### src/rtl/sdspi_pkg.sv
// ----------------------------------------------------------------------------
// sdspi_pkg: SD SPI-mode card responder types and constants
// Modes, payload sources, command codes, fixed register tables.
// ----------------------------------------------------------------------------
package sdspi_pkg;

    typedef enum logic [3:0] {
        M_IDLE      = 4'd0,
        M_RX_CMD    = 4'd1,
        M_RX_BLOCK  = 4'd2,
        M_BUSY      = 4'd3,
        M_R1        = 4'd4,
        M_R3        = 4'd5,
        M_R7        = 4'd6,
        M_IMM32     = 4'd7,
        M_BLK_R1    = 4'd8,
        M_BLK_TOKEN = 4'd9,
        M_BLK_DATA  = 4'd10,
        M_WBLK_R1   = 4'd11,
        M_WBLK_STAT = 4'd12
    } t_mode;

    typedef enum logic [1:0] {
        SRC_BUFFER = 2'd0,
        SRC_CSD    = 2'd1,
        SRC_CID    = 2'd2,
        SRC_SCR    = 2'd3
    } t_src;

    typedef enum logic [1:0] {
        OP_WRITE = 2'd0,
        OP_READ  = 2'd1,
        OP_FILL  = 2'd2,
        OP_NONE  = 2'd3
    } t_op;

    localparam logic [7:0] CMD0   = 8'h40;
    localparam logic [7:0] CMD8   = 8'h48;
    localparam logic [7:0] CMD9   = 8'h49;
    localparam logic [7:0] CMD10  = 8'h4a;
    localparam logic [7:0] CMD16  = 8'h50;
    localparam logic [7:0] CMD17  = 8'h51;
    localparam logic [7:0] CMD24  = 8'h58;
    localparam logic [7:0] CMD55  = 8'h77;
    localparam logic [7:0] CMD58  = 8'h7a;
    localparam logic [7:0] ACMD41 = 8'h69;
    localparam logic [7:0] ACMD51 = 8'h73;
    localparam logic [7:0] TOKEN  = 8'hfe;
    localparam logic [31:0] OCR   = 32'h4000_0000;

    // classified item handed from front to back
    typedef struct packed {
        t_op        op;
        logic [7:0] data;
        logic [8:0] idx;
    } t_item;

    function automatic logic [7:0] table_byte(t_src s, logic [9:0] i);
        logic [7:0] r;
        r = 8'h00;
        unique case (s)
            SRC_CSD: if (i < 10'd16) begin
                unique case (i[3:0])
                    4'd0: r = 8'h40;  4'd1: r = 8'h0e;  4'd3: r = 8'h32;
                    4'd4: r = 8'h5b;  4'd5: r = 8'h59;  4'd8: r = 8'h08;
                    4'd10: r = 8'h7f; 4'd11: r = 8'h80; 4'd12: r = 8'h0a;
                    4'd13: r = 8'h40; 4'd15: r = 8'h01;
                    default: r = 8'h00;
                endcase
            end
            SRC_CID: if (i < 10'd16) begin
                unique case (i[3:0])
                    4'd0: r = 8'h01; 4'd1: r = 8'h41; 4'd2: r = 8'h41;
                    4'd8: r = 8'h10; 4'd9: r = 8'h12; 4'd10: r = 8'h34;
                    4'd11: r = 8'h56; 4'd12: r = 8'h78;
                    4'd13, 4'd14, 4'd15: r = 8'h01;
                    default: r = 8'h42;
                endcase
            end
            SRC_SCR: if (i < 10'd8) begin
                unique case (i[2:0])
                    3'd0: r = 8'h01; 3'd1: r = 8'hb1; 3'd4: r = 8'h0c;
                    default: r = 8'h00;
                endcase
            end
            default: r = 8'h00;
        endcase
        return r;
    endfunction

endpackage

### src/rtl/sdspi_if.sv
// ----------------------------------------------------------------------------
// sdspi_in_if / sdspi_out_if: valid/ready channels
// Input item and result item transactions.
// ----------------------------------------------------------------------------
interface sdspi_in_if;
    logic       valid;
    logic       ready;
    logic [1:0] command;
    logic       chip_select;
    logic [7:0] data_byte;
    logic [8:0] fill_index;
    modport source (output valid, command, chip_select, data_byte, fill_index,
                    input ready);
    modport sink (input valid, command, chip_select, data_byte, fill_index,
                  output ready);
endinterface

interface sdspi_out_if;
    logic        valid;
    logic        ready;
    logic [7:0]  read_byte;
    logic        drives_output;
    logic        read_request;
    logic [31:0] request_block;
    modport source (output valid, read_byte, drives_output, read_request,
                    request_block, input ready);
    modport sink (input valid, read_byte, drives_output, read_request,
                  request_block, output ready);
endinterface

### src/rtl/sdspi_front.sv
// ----------------------------------------------------------------------------
// sdspi_front: input stage
// Accepts transactions, folds chip select into an operation code and
// queues them in a two-entry FIFO for the back end.
// ----------------------------------------------------------------------------
module sdspi_front
    import sdspi_pkg::*;
(
    input  logic  i_clk,
    input  logic  i_rst_n,
    sdspi_in_if.sink in_ch,
    output logic  o_valid,
    output t_item o_item,
    input  logic  i_take
);
    t_item      r_q [2];
    logic       r_wp, r_rp;
    logic [1:0] r_cnt;
    t_item      n_it;
    logic       push;

    assign in_ch.ready = (r_cnt != 2'd2);
    assign push        = in_ch.valid && in_ch.ready;
    assign o_valid     = (r_cnt != 2'd0);
    assign o_item      = r_q[r_rp];

    always_comb begin
        n_it.data = in_ch.data_byte;
        n_it.idx  = in_ch.fill_index;
        priority if (in_ch.command == OP_FILL)
            n_it.op = OP_FILL;
        else if (in_ch.chip_select && in_ch.command == OP_WRITE)
            n_it.op = OP_WRITE;
        else if (in_ch.chip_select && in_ch.command == OP_READ)
            n_it.op = OP_READ;
        else
            n_it.op = OP_NONE;
    end

    always_ff @(posedge i_clk) begin
        if (!i_rst_n) begin
            r_wp <= 1'b0; r_rp <= 1'b0; r_cnt <= 2'd0;
            r_q[0] <= '0; r_q[1] <= '0;
        end else begin
            if (push) r_q[r_wp] <= n_it;
            if (push) r_wp <= ~r_wp;
            if (i_take) r_rp <= ~r_rp;
            r_cnt <= r_cnt + {1'b0, push} - {1'b0, i_take};
        end
    end

    a_take_nonempty: assert property (@(posedge i_clk) disable iff (!i_rst_n)
        i_take |-> r_cnt != 2'd0) else $error("take from empty queue");
    a_cnt_range: assert property (@(posedge i_clk) disable iff (!i_rst_n)
        r_cnt != 2'd3) else $error("queue count overflow");
    a_full_stall: assert property (@(posedge i_clk) disable iff (!i_rst_n)
        r_cnt == 2'd2 && !i_take |=> r_cnt == 2'd2) else $error("full queue lost entry");
endmodule

### src/rtl/sdspi_back.sv
// ----------------------------------------------------------------------------
// sdspi_back: protocol engine
// Two-phase per item: phase 0 issues the buffer read, phase 1 updates state
// and registers the result. A buffer clear sweep runs after reset.
// ----------------------------------------------------------------------------
module sdspi_back
    import sdspi_pkg::*;
#(
    parameter int BLOCK_BYTES = 512
) (
    input  logic i_clk,
    input  logic i_rst_n,
    input  logic i_valid,
    input  t_item i_item,
    output logic o_take,
    sdspi_out_if.source out_ch
);
    localparam int AW = $clog2(BLOCK_BYTES);

    logic [7:0]  mem [BLOCK_BYTES];
    logic [7:0]  r_rd;
    t_mode       r_mode, r_pend;
    logic [7:0]  r_cb [6];
    logic [2:0]  r_cc;
    logic [9:0]  r_rp, r_len;
    logic [7:0]  r_st;
    logic [31:0] r_rw;
    t_src        r_src;
    logic        r_ph;
    logic        r_clr;
    logic [AW:0] r_cp;
    logic        r_ov;
    logic [7:0]  r_ob;
    logic        r_od, r_oq;
    logic [31:0] r_ok;

    t_mode       n_mode, n_pend;
    logic [2:0]  n_cc;
    logic [9:0]  n_rp, n_len;
    logic [7:0]  n_st, n_ob;
    logic [31:0] n_rw, n_ok;
    t_src        n_src;
    logic        n_od, n_oq, n_wcb;
    logic [7:0]  cb0;
    logic [31:0] arg;

    wire out_free = !r_ov || out_ch.ready;
    wire step     = i_valid && !r_clr && r_ph && out_free;
    assign o_take = step;

    assign out_ch.valid         = r_ov;
    assign out_ch.read_byte     = r_ob;
    assign out_ch.drives_output = r_od;
    assign out_ch.read_request  = r_oq;
    assign out_ch.request_block = r_ok;

    // command index and argument from the stored bytes; the current byte stands in as the first when none is stored
    always_comb begin
        cb0 = (r_cc == 3'd0) ? i_item.data : r_cb[0];
        arg = {r_cb[1], r_cb[2], r_cb[3], r_cb[4]};
    end

    always_comb begin
        logic [9:0] rp1;
        logic       start;
        logic       run;
        rp1 = r_rp + 10'd1;
        n_mode = r_mode; n_pend = r_pend; n_cc = r_cc; n_rp = r_rp;
        n_len = r_len; n_st = r_st; n_rw = r_rw; n_src = r_src;
        n_ob = 8'h00; n_od = 1'b0; n_oq = 1'b0; n_ok = 32'h0; n_wcb = 1'b0;
        start = 1'b0; run = 1'b0;
        unique case (i_item.op)
            OP_WRITE: begin
                n_ob = 8'hff; n_od = 1'b1;
                unique case (r_mode)
                    M_RX_CMD: run = 1'b1;
                    M_RX_BLOCK: begin
                        if (r_rp == 10'd0) begin
                            if (i_item.data != TOKEN) begin
                                n_mode = M_IDLE; n_cc = 3'd0; n_len = 10'd0;
                            end
                        end else if (r_rp >= 10'(BLOCK_BYTES + 2)) begin
                            n_st = 8'h05; n_mode = M_WBLK_STAT;
                        end
                        n_rp = rp1;
                    end
                    M_BUSY: ;
                    default: begin
                        if (i_item.data[7:6] != 2'b01) n_od = 1'b0;
                        else begin
                            start = 1'b1; run = 1'b1;
                        end
                    end
                endcase
                if (start) begin
                    n_mode = M_RX_CMD; n_rp = 10'd0; n_len = 10'd0;
                end
                if (run) begin
                    if (start || r_cc < 3'd6) begin
                        n_wcb = 1'b1;
                        n_cc  = start ? 3'd1 : r_cc + 3'd1;
                    end
                    if (!start && r_cc >= 3'd5) begin
                        n_rp = 10'd0; n_mode = M_BUSY;
                        priority case (cb0)
                            CMD0:  begin n_st = 8'h01; n_pend = M_R1; end
                            CMD8:  begin n_rw = arg; n_st = 8'h01; n_pend = M_R7; end
                            CMD9:  begin n_len = 10'd16; n_src = SRC_CSD;
                                   n_st = 8'h00; n_pend = M_BLK_R1; end
                            CMD10: begin n_len = 10'd16; n_src = SRC_CID;
                                   n_st = 8'h00; n_pend = M_BLK_R1; end
                            CMD16: begin n_st = (r_cb[3] != 8'd2) ? 8'h05 : 8'h01;
                                   n_pend = M_R1; end
                            CMD17: begin n_len = 10'(BLOCK_BYTES); n_src = SRC_BUFFER;
                                   n_st = 8'h00; n_pend = M_BLK_R1;
                                   n_oq = 1'b1; n_ok = arg; end
                            CMD24: begin n_len = 10'd0; n_st = 8'h00;
                                   n_pend = M_WBLK_R1; end
                            CMD55: begin n_st = 8'h01; n_pend = M_R1; end
                            CMD58: begin n_rw = OCR; n_st = 8'h00; n_pend = M_R3; end
                            ACMD41: begin n_st = 8'h00; n_pend = M_R1; end
                            ACMD51: begin n_len = 10'd8; n_src = SRC_SCR;
                                   n_st = 8'h00; n_pend = M_BLK_R1; end
                            default: begin n_st = 8'h05; n_pend = M_R1; end
                        endcase
                    end
                end
            end
            OP_READ: begin
                n_ob = 8'hff; n_od = 1'b1;
                unique case (r_mode)
                    M_RX_CMD: begin
                        n_mode = M_IDLE; n_cc = 3'd0; n_rp = 10'd0; n_len = 10'd0;
                    end
                    M_BUSY: begin n_mode = r_pend; n_pend = M_IDLE; end
                    M_R1: begin n_ob = r_st; n_mode = r_pend; n_pend = M_IDLE; end
                    M_R3, M_R7: begin n_ob = r_st; n_mode = M_IMM32; n_pend = M_IDLE; end
                    M_IMM32: begin
                        unique case (r_rp[1:0])
                            2'd0: n_ob = r_rw[31:24];
                            2'd1: n_ob = r_rw[23:16];
                            2'd2: n_ob = r_rw[15:8];
                            default: n_ob = r_rw[7:0];
                        endcase
                        n_rp = rp1;
                        if (rp1 >= 10'd4) n_mode = M_IDLE;
                    end
                    M_BLK_R1: begin n_ob = r_st; n_mode = M_BLK_TOKEN; end
                    M_BLK_TOKEN: begin n_ob = TOKEN; n_mode = M_BLK_DATA; end
                    M_BLK_DATA: begin
                        if (r_rp < r_len)
                            n_ob = (r_src == SRC_BUFFER) ? r_rd : table_byte(r_src, r_rp);
                        else begin
                            n_ob = 8'h00;
                            if (r_rp != r_len) n_mode = M_IDLE;
                        end
                        n_rp = rp1;
                    end
                    M_WBLK_R1: begin
                        n_ob = r_st; n_cc = 3'd0; n_rp = 10'd0; n_len = 10'd0;
                        n_mode = M_RX_BLOCK;
                    end
                    M_WBLK_STAT: begin n_ob = r_st; n_mode = M_IDLE; end
                    default: ;
                endcase
            end
            default: ;
        endcase
    end

    // buffer: one write port (fill or clear), one registered read port
    always_ff @(posedge i_clk) begin
        if (r_clr)
            mem[r_cp[AW-1:0]] <= 8'h00;
        else if (step && i_item.op == OP_FILL)
            mem[i_item.idx[AW-1:0]] <= i_item.data;
        r_rd <= mem[r_rp[AW-1:0]];
    end

    always_ff @(posedge i_clk) begin
        if (out_free) begin
            r_ob <= n_ob; r_od <= n_od; r_oq <= n_oq; r_ok <= n_ok;
        end
        if (!i_rst_n) begin
            r_mode <= M_IDLE; r_pend <= M_IDLE; r_cc <= 3'd0; r_rp <= 10'd0;
            r_len <= 10'd0; r_ph <= 1'b0; r_clr <= 1'b1; r_cp <= '0; r_ov <= 1'b0;
            r_src <= SRC_BUFFER; r_st <= 8'h00; r_rw <= 32'h0;
            for (int k = 0; k < 6; k++) r_cb[k] <= 8'h00;
        end else begin
            if (step && n_wcb) r_cb[n_cc - 3'd1] <= i_item.data;
            if (r_clr) begin
                r_cp <= r_cp + 1'b1;
                if (r_cp == (AW+1)'(BLOCK_BYTES - 1)) r_clr <= 1'b0;
            end
            if (step) begin
                r_mode <= n_mode; r_pend <= n_pend; r_cc <= n_cc;
                r_rp <= n_rp; r_len <= n_len;
                r_rw <= n_rw; r_st <= n_st; r_src <= n_src;
                r_ph <= 1'b0;
            end else if (i_valid && !r_clr) r_ph <= 1'b1;
            if (step) r_ov <= 1'b1;
            else if (out_ch.ready) r_ov <= 1'b0;
        end
    end

    a_no_take_clear: assert property (@(posedge i_clk) disable iff (!i_rst_n)
        r_clr |-> !o_take) else $error("item taken during clear");
    a_take_valid: assert property (@(posedge i_clk) disable iff (!i_rst_n)
        o_take |=> out_ch.valid) else $error("result lost");
    a_req_write: assert property (@(posedge i_clk) disable iff (!i_rst_n)
        (o_take && n_oq) |-> i_item.op == OP_WRITE) else $error("bad read request");
endmodule

### src/rtl/sd_card_spi_responder_core.sv
// ----------------------------------------------------------------------------
// sd_card_spi_responder_core: SD card side of SPI mode
// Front queue plus protocol engine with a 512-byte block buffer.
// ----------------------------------------------------------------------------
// The protocol engine handles each input transaction in a read phase, which
// reads the block buffer at the response pointer, then an update phase, which
// updates state and loads the result register; it takes no new item before
// the last is through, and output back-pressure can hold the update phase.
// A two-entry queue decouples input from the engine. After reset the buffer
// is cleared by a sweep; meanwhile no item is processed (items still queue).
module sd_card_spi_responder_core
    import sdspi_pkg::*;
#(
    parameter int BLOCK_BYTES = 512
) (
    input logic i_clk,
    input logic i_rst_n,
    sdspi_in_if.sink   in_ch,
    sdspi_out_if.source out_ch
);
    logic  q_valid, q_take;
    t_item q_item;

    sdspi_front u_front (
        .i_clk(i_clk), .i_rst_n(i_rst_n), .in_ch(in_ch),
        .o_valid(q_valid), .o_item(q_item), .i_take(q_take)
    );

    sdspi_back #(.BLOCK_BYTES(BLOCK_BYTES)) u_back (
        .i_clk(i_clk), .i_rst_n(i_rst_n), .i_valid(q_valid), .i_item(q_item),
        .o_take(q_take), .out_ch(out_ch)
    );
endmodule

### src/flat_wrapper.sv
// flat-port wrapper written by rule: the top's interface ports become plain ports
module sd_card_spi_responder_core_flat import sdspi_pkg::*;
#(
    parameter int BLOCK_BYTES = 512
)
  (i_clk, i_rst_n, in_ch_valid, in_ch_command, in_ch_chip_select, in_ch_data_byte, in_ch_fill_index, in_ch_ready, out_ch_valid, out_ch_read_byte, out_ch_drives_output, out_ch_read_request, out_ch_request_block, out_ch_ready);
  sdspi_in_if in_ch_i ();
  sdspi_out_if out_ch_i ();
  input logic i_clk;
  input logic i_rst_n;
  input wire logic [$bits(in_ch_i.valid)-1:0] in_ch_valid;
  input wire logic [$bits(in_ch_i.command)-1:0] in_ch_command;
  input wire logic [$bits(in_ch_i.chip_select)-1:0] in_ch_chip_select;
  input wire logic [$bits(in_ch_i.data_byte)-1:0] in_ch_data_byte;
  input wire logic [$bits(in_ch_i.fill_index)-1:0] in_ch_fill_index;
  output wire logic [$bits(in_ch_i.ready)-1:0] in_ch_ready;
  output wire logic [$bits(out_ch_i.valid)-1:0] out_ch_valid;
  output wire logic [$bits(out_ch_i.read_byte)-1:0] out_ch_read_byte;
  output wire logic [$bits(out_ch_i.drives_output)-1:0] out_ch_drives_output;
  output wire logic [$bits(out_ch_i.read_request)-1:0] out_ch_read_request;
  output wire logic [$bits(out_ch_i.request_block)-1:0] out_ch_request_block;
  input wire logic [$bits(out_ch_i.ready)-1:0] out_ch_ready;
  assign in_ch_i.valid = in_ch_valid;
  assign in_ch_i.command = in_ch_command;
  assign in_ch_i.chip_select = in_ch_chip_select;
  assign in_ch_i.data_byte = in_ch_data_byte;
  assign in_ch_i.fill_index = in_ch_fill_index;
  assign in_ch_ready = in_ch_i.ready;
  assign out_ch_valid = out_ch_i.valid;
  assign out_ch_read_byte = out_ch_i.read_byte;
  assign out_ch_drives_output = out_ch_i.drives_output;
  assign out_ch_read_request = out_ch_i.read_request;
  assign out_ch_request_block = out_ch_i.request_block;
  assign out_ch_i.ready = out_ch_ready;
  sd_card_spi_responder_core #(.BLOCK_BYTES(BLOCK_BYTES)) u_core (.i_clk(i_clk), .i_rst_n(i_rst_n), .in_ch(in_ch_i), .out_ch(out_ch_i));
endmodule
### config.mk
export PLATFORM = sky130hd
export DESIGN_NAME = sd_card_spi_responder_core_flat
export DESIGN_NICKNAME = d
export VERILOG_FILES = /design/src/rtl/sdspi_pkg.sv /design/src/rtl/sdspi_if.sv /design/src/rtl/sdspi_front.sv /design/src/rtl/sdspi_back.sv /design/src/rtl/sd_card_spi_responder_core.sv /design/src/flat_wrapper.sv
export SDC_FILE = /design/constraint.sdc
export NUM_CORES = 2
export LEC_CHECK = 0
export BUFFER_PORTS_ARGS = -buffer_cell sky130_fd_sc_hd__buf_2
export CORE_MARGIN = 2
export CORE_UTILIZATION = 35
export CTS_BUF_LIST = sky130_fd_sc_hd__clkbuf_8
export DETAILED_ROUTE_END_ITERATION = 8
export MAX_ROUTING_LAYER = met4
export PLACE_DENSITY = 0.57
export SKIP_CTS_REPAIR_TIMING = 1
export SLEW_MARGIN = 30
export SYNTH_ARGS = -nofsm -noshare
export SYNTH_HDL_FRONTEND = slang
export SYNTH_MEMORY_MAX_BITS = 65536
export SYNTH_SLANG_ARGS = --single-unit
### constraint.sdc
create_clock -name i_clk -period 33.4 [get_ports i_clk]
set_input_delay 1.67 -clock i_clk [delete_from_list [all_inputs] [get_ports i_clk]]
set_output_delay 1.67 -clock i_clk [all_outputs]
set_load 0.01 [all_outputs]
==> flow_metrics.env <==
export IMPL_drc=0
export IMPL_final_cells=16000
export IMPL_layout_min_cycle_time_ns=6.24
export IMPL_synth_distinct_cells=91
export IMPL_yosysSeqAreaShare=0.758
export IMPL_drt_wirelength_per_cell_um=30.8
export IMPL_holdWs_ns=0.456
export IMPL_htree_levels=6
export IMPL_synth_edff_count=4216
export IMPL_timing_final_ws_setup_ns=27.16
export IMPL_ctsRootBufferMaster="clkbuf_8"
export IMPL_worstRegToRegCells=12
export IMPL_die_width_um=701
export IMPL_dr_pass1_iters=8
export IMPL_rsz0062_at_grt="false"
export IMPL_fmax_ghz=0.160
export IMPL_finClkSkew_ns=0.0661
export IMPL_synth_fp_nets=8553
export IMPL_track_usage=0.202
export IMPL_routabilityCongestion=0.897
export IMPL_dpl_cell_count=14700
export IMPL_grt_pass1_vias=89400
export IMPL_viasPerCell=5.60
export IMPL_hold_violations=0
export IMPL_cts_clk_slew_worst_paths_ns=0.06
export IMPL_async_flop_share=0
export IMPL_synthFlopType="edfxtp_1"
export IMPL_io_buffer_count=67
export IMPL_clk_latency_ns=1.28
export IMPL_grt_overflow_total=0
export IMPL_start_util=0.351
export IMPL_slew_headroom=0.262
export IMPL_cts_made_buffers=688
export IMPL_grt_pass1_wl_mm=692
export IMPL_period_share=0.187
export IMPL_cts_max_path_buffers=4
export IMPL_hold_path_depth=2
export IMPL_p_per_area_nw_per_um2=53.9
export IMPL_wirelength_mm=493
export IMPL_final_core_util=0.395
export IMPL_hold_class="reg -> reg"
export IMPL_dpl_cell_area_um2=178000
export IMPL_setup_viol=0
export IMPL_final_setup_tns_ns=0
export IMPL_ff_latch_area_um2=129000
export IMPL_final_antenna_net_count=0
export IMPL_yosysWarnings=0
export IMPL_cp_required_ns=34.50
export IMPL_cts_sinks=4330
export IMPL_place_ws_ns=26.16
export IMPL_fillers=43200
export IMPL_die_area_um2=491000
export IMPL_num_vias=89600
export IMPL_critical_path_max_fanout=89
export IMPL_cts_tree="built"
export IMPL_netlist_instances=8508
export IMPL_tightest_slew_ns=1.11
export IMPL_dp_hpwl_mm=294
export IMPL_synth_avg_cell_area_um2=20.0
export IMPL_crit_path_start_kind="register"
export IMPL_status="finished, final reports clean"
export IMPL_end_kind="register"
export IMPL_finalPower_mw=10.3
export IMPL_layout_commonest_cell="edfxtp_1"
export IMPL_multiInputGateArea_um2=39000
export IMPL_fp_coreArea_um2=485000
export IMPL_ys_seq_elements=4330
export IMPL_p_leak_nw=58.2
export IMPL_grt_max_degree=195
export IMPL_drv_slew=0
export IMPL_drive_above_1_share=0.241
export IMPL_vdd_drop_max_v=0.0000459
export IMPL_layout_common_cells="edfxtp_1, mux4_2, clkbuf_8"
export IMPL_num_rows=256
export IMPL_final_nets=9003
export IMPL_top_level_ports=68
export IMPL_syn_area_um2=170000
export IMPL_maxCapViolCount=0
export IMPL_cp_arrival_ns=7.35
export IMPL_antenna_found_initial=28
export IMPL_final_area_um2=192000
export IMPL_die_h_um=701
export IMPL_drt_iter0_markers=12200
export IMPL_path_class="reg -> reg"
export IMPL_area_delta_synth_final_pct=12.6
[worst max-delay path, cell delays in order, from the launching register on]
cell,delay (ns)
dfxtp_4,0.75
buf_12,0.55
buf_12,0.61
buf_4,0.66
buf_4,0.78
mux4_2,0.59
nand2_1,0.09
a21oi_1,0.07
a2111oi_0,0.67
buf_4,0.31
o221ai_1,0.13
a2111oi_0,0.57
a211oi_1,0.09
[path summary, 6_finish.rpt]
kind                         start                     to  slack [ns]
max          u_core.u_back.r_rp[0]  u_core.u_back.r_rd[6]       27.16
min          u_core.u_back.r_rw[4]  u_core.u_back.r_rw[4]        0.46
max reg2reg  u_core.u_back.r_rp[0]  u_core.u_back.r_rd[6]       27.16
min reg2reg  u_core.u_back.r_rw[4]  u_core.u_back.r_rw[4]        0.46
[sequential cells by signal, indices dropped and copies added (netlist names), 8 cells and up, named ones only]
register and flops:
u_core.u_back.out_ch.request_block 32, u_core.u_back.r_rp 10, u_core.u_front.r_q 38, u_core.u_back.r_cb 40
u_core.u_back.out_ch.read_byte 8, u_core.u_back.r_rw 32, u_core.u_back.r_cp 10, u_core.u_back.r_st 8
u_core.u_back.r_len 10, u_core.u_back.r_rd 8, u_core.u_back.mem 4096
[per-layer routing]
metal  vias up  wire (um)  GRT usage
li1      36100          -          -
met1     47300     199000      0.273
met2      5266     227000      0.304
met3       894      48900     0.0434
met4         0      17800     0.0660
met5         -          0          -
[layout make-up]
class	instances	share of cell area
sequential	4330	0.673
clock inverter	557	0.0180
inverter	46	0.000986
timing repair buffer	285	0.0124
multi-input combinational	3607	0.203
tap	6450	0.0421
antenna	17	0.000222
clock buffer	695	0.0499
[power breakdown]
| group | switching, mW | leakage (nW) | internal [mW] |
|---|---|---|---|
| clock network | 2.15 | 7.35 | 2.20 |
| logic | 0.0674 | 12.2 | 0.0191 |
| registers | 0.00959 | 38.7 | 5.88 |
[Yosys cell counts, types with 9 or more instances]
library cell  number  share of area
nand4_1           50         0.0018
nand2_1          293         0.0065
o21ai_0          115         0.0034
mux2i_1          431          0.025
a21o_1            14        0.00062
a31oi_1           33         0.0012
o22a_1            10        0.00051
o31ai_1            9        0.00040
edfxtp_1        4216           0.74
dfxtp_1          114          0.013
clkbuf_1         257         0.0057
and3_1            24        0.00088
o221ai_1          18        0.00093
a211oi_1          31         0.0014
a22oi_1           58         0.0026
and2_1            97         0.0036
nor4_1            12        0.00044
a221oi_1          58         0.0030
nand2b_1          20        0.00074
nor2b_1           37         0.0014
mux4_2           986           0.13
ha_1              21         0.0015
mux2_2            37         0.0025
xnor2_1           10        0.00051
a21oi_1          174         0.0051
buf_4             79         0.0035
or3_1             10        0.00037
o22ai_1          104         0.0038
o211ai_1          19        0.00084
buf_1             94         0.0021
buf_2             88         0.0026
nand3_1           50         0.0015
a2111oi_0         14        0.00072
nor3_1            47         0.0014
a222oi_1          12        0.00071
nor2_1           657          0.015
a311oi_1          12        0.00062
a32o_1             9        0.00053
inv_1             39        0.00086
[cell families after synthesis]
| kind of cell | share of synthesized area |
|---|---|
| DFF | 0.758 |
| muxes | 0.158 |
| and+or+nand+nor | 0.0350 |
| AOI/OAI and AO/OA | 0.0310 |
| buffers and inverters | 0.0153 |
| adders and majority gates | 0.00155 |
| xor gates and xnor gates | 0.000876 |
No activity file was read; power rests on OpenSTA's default activity.
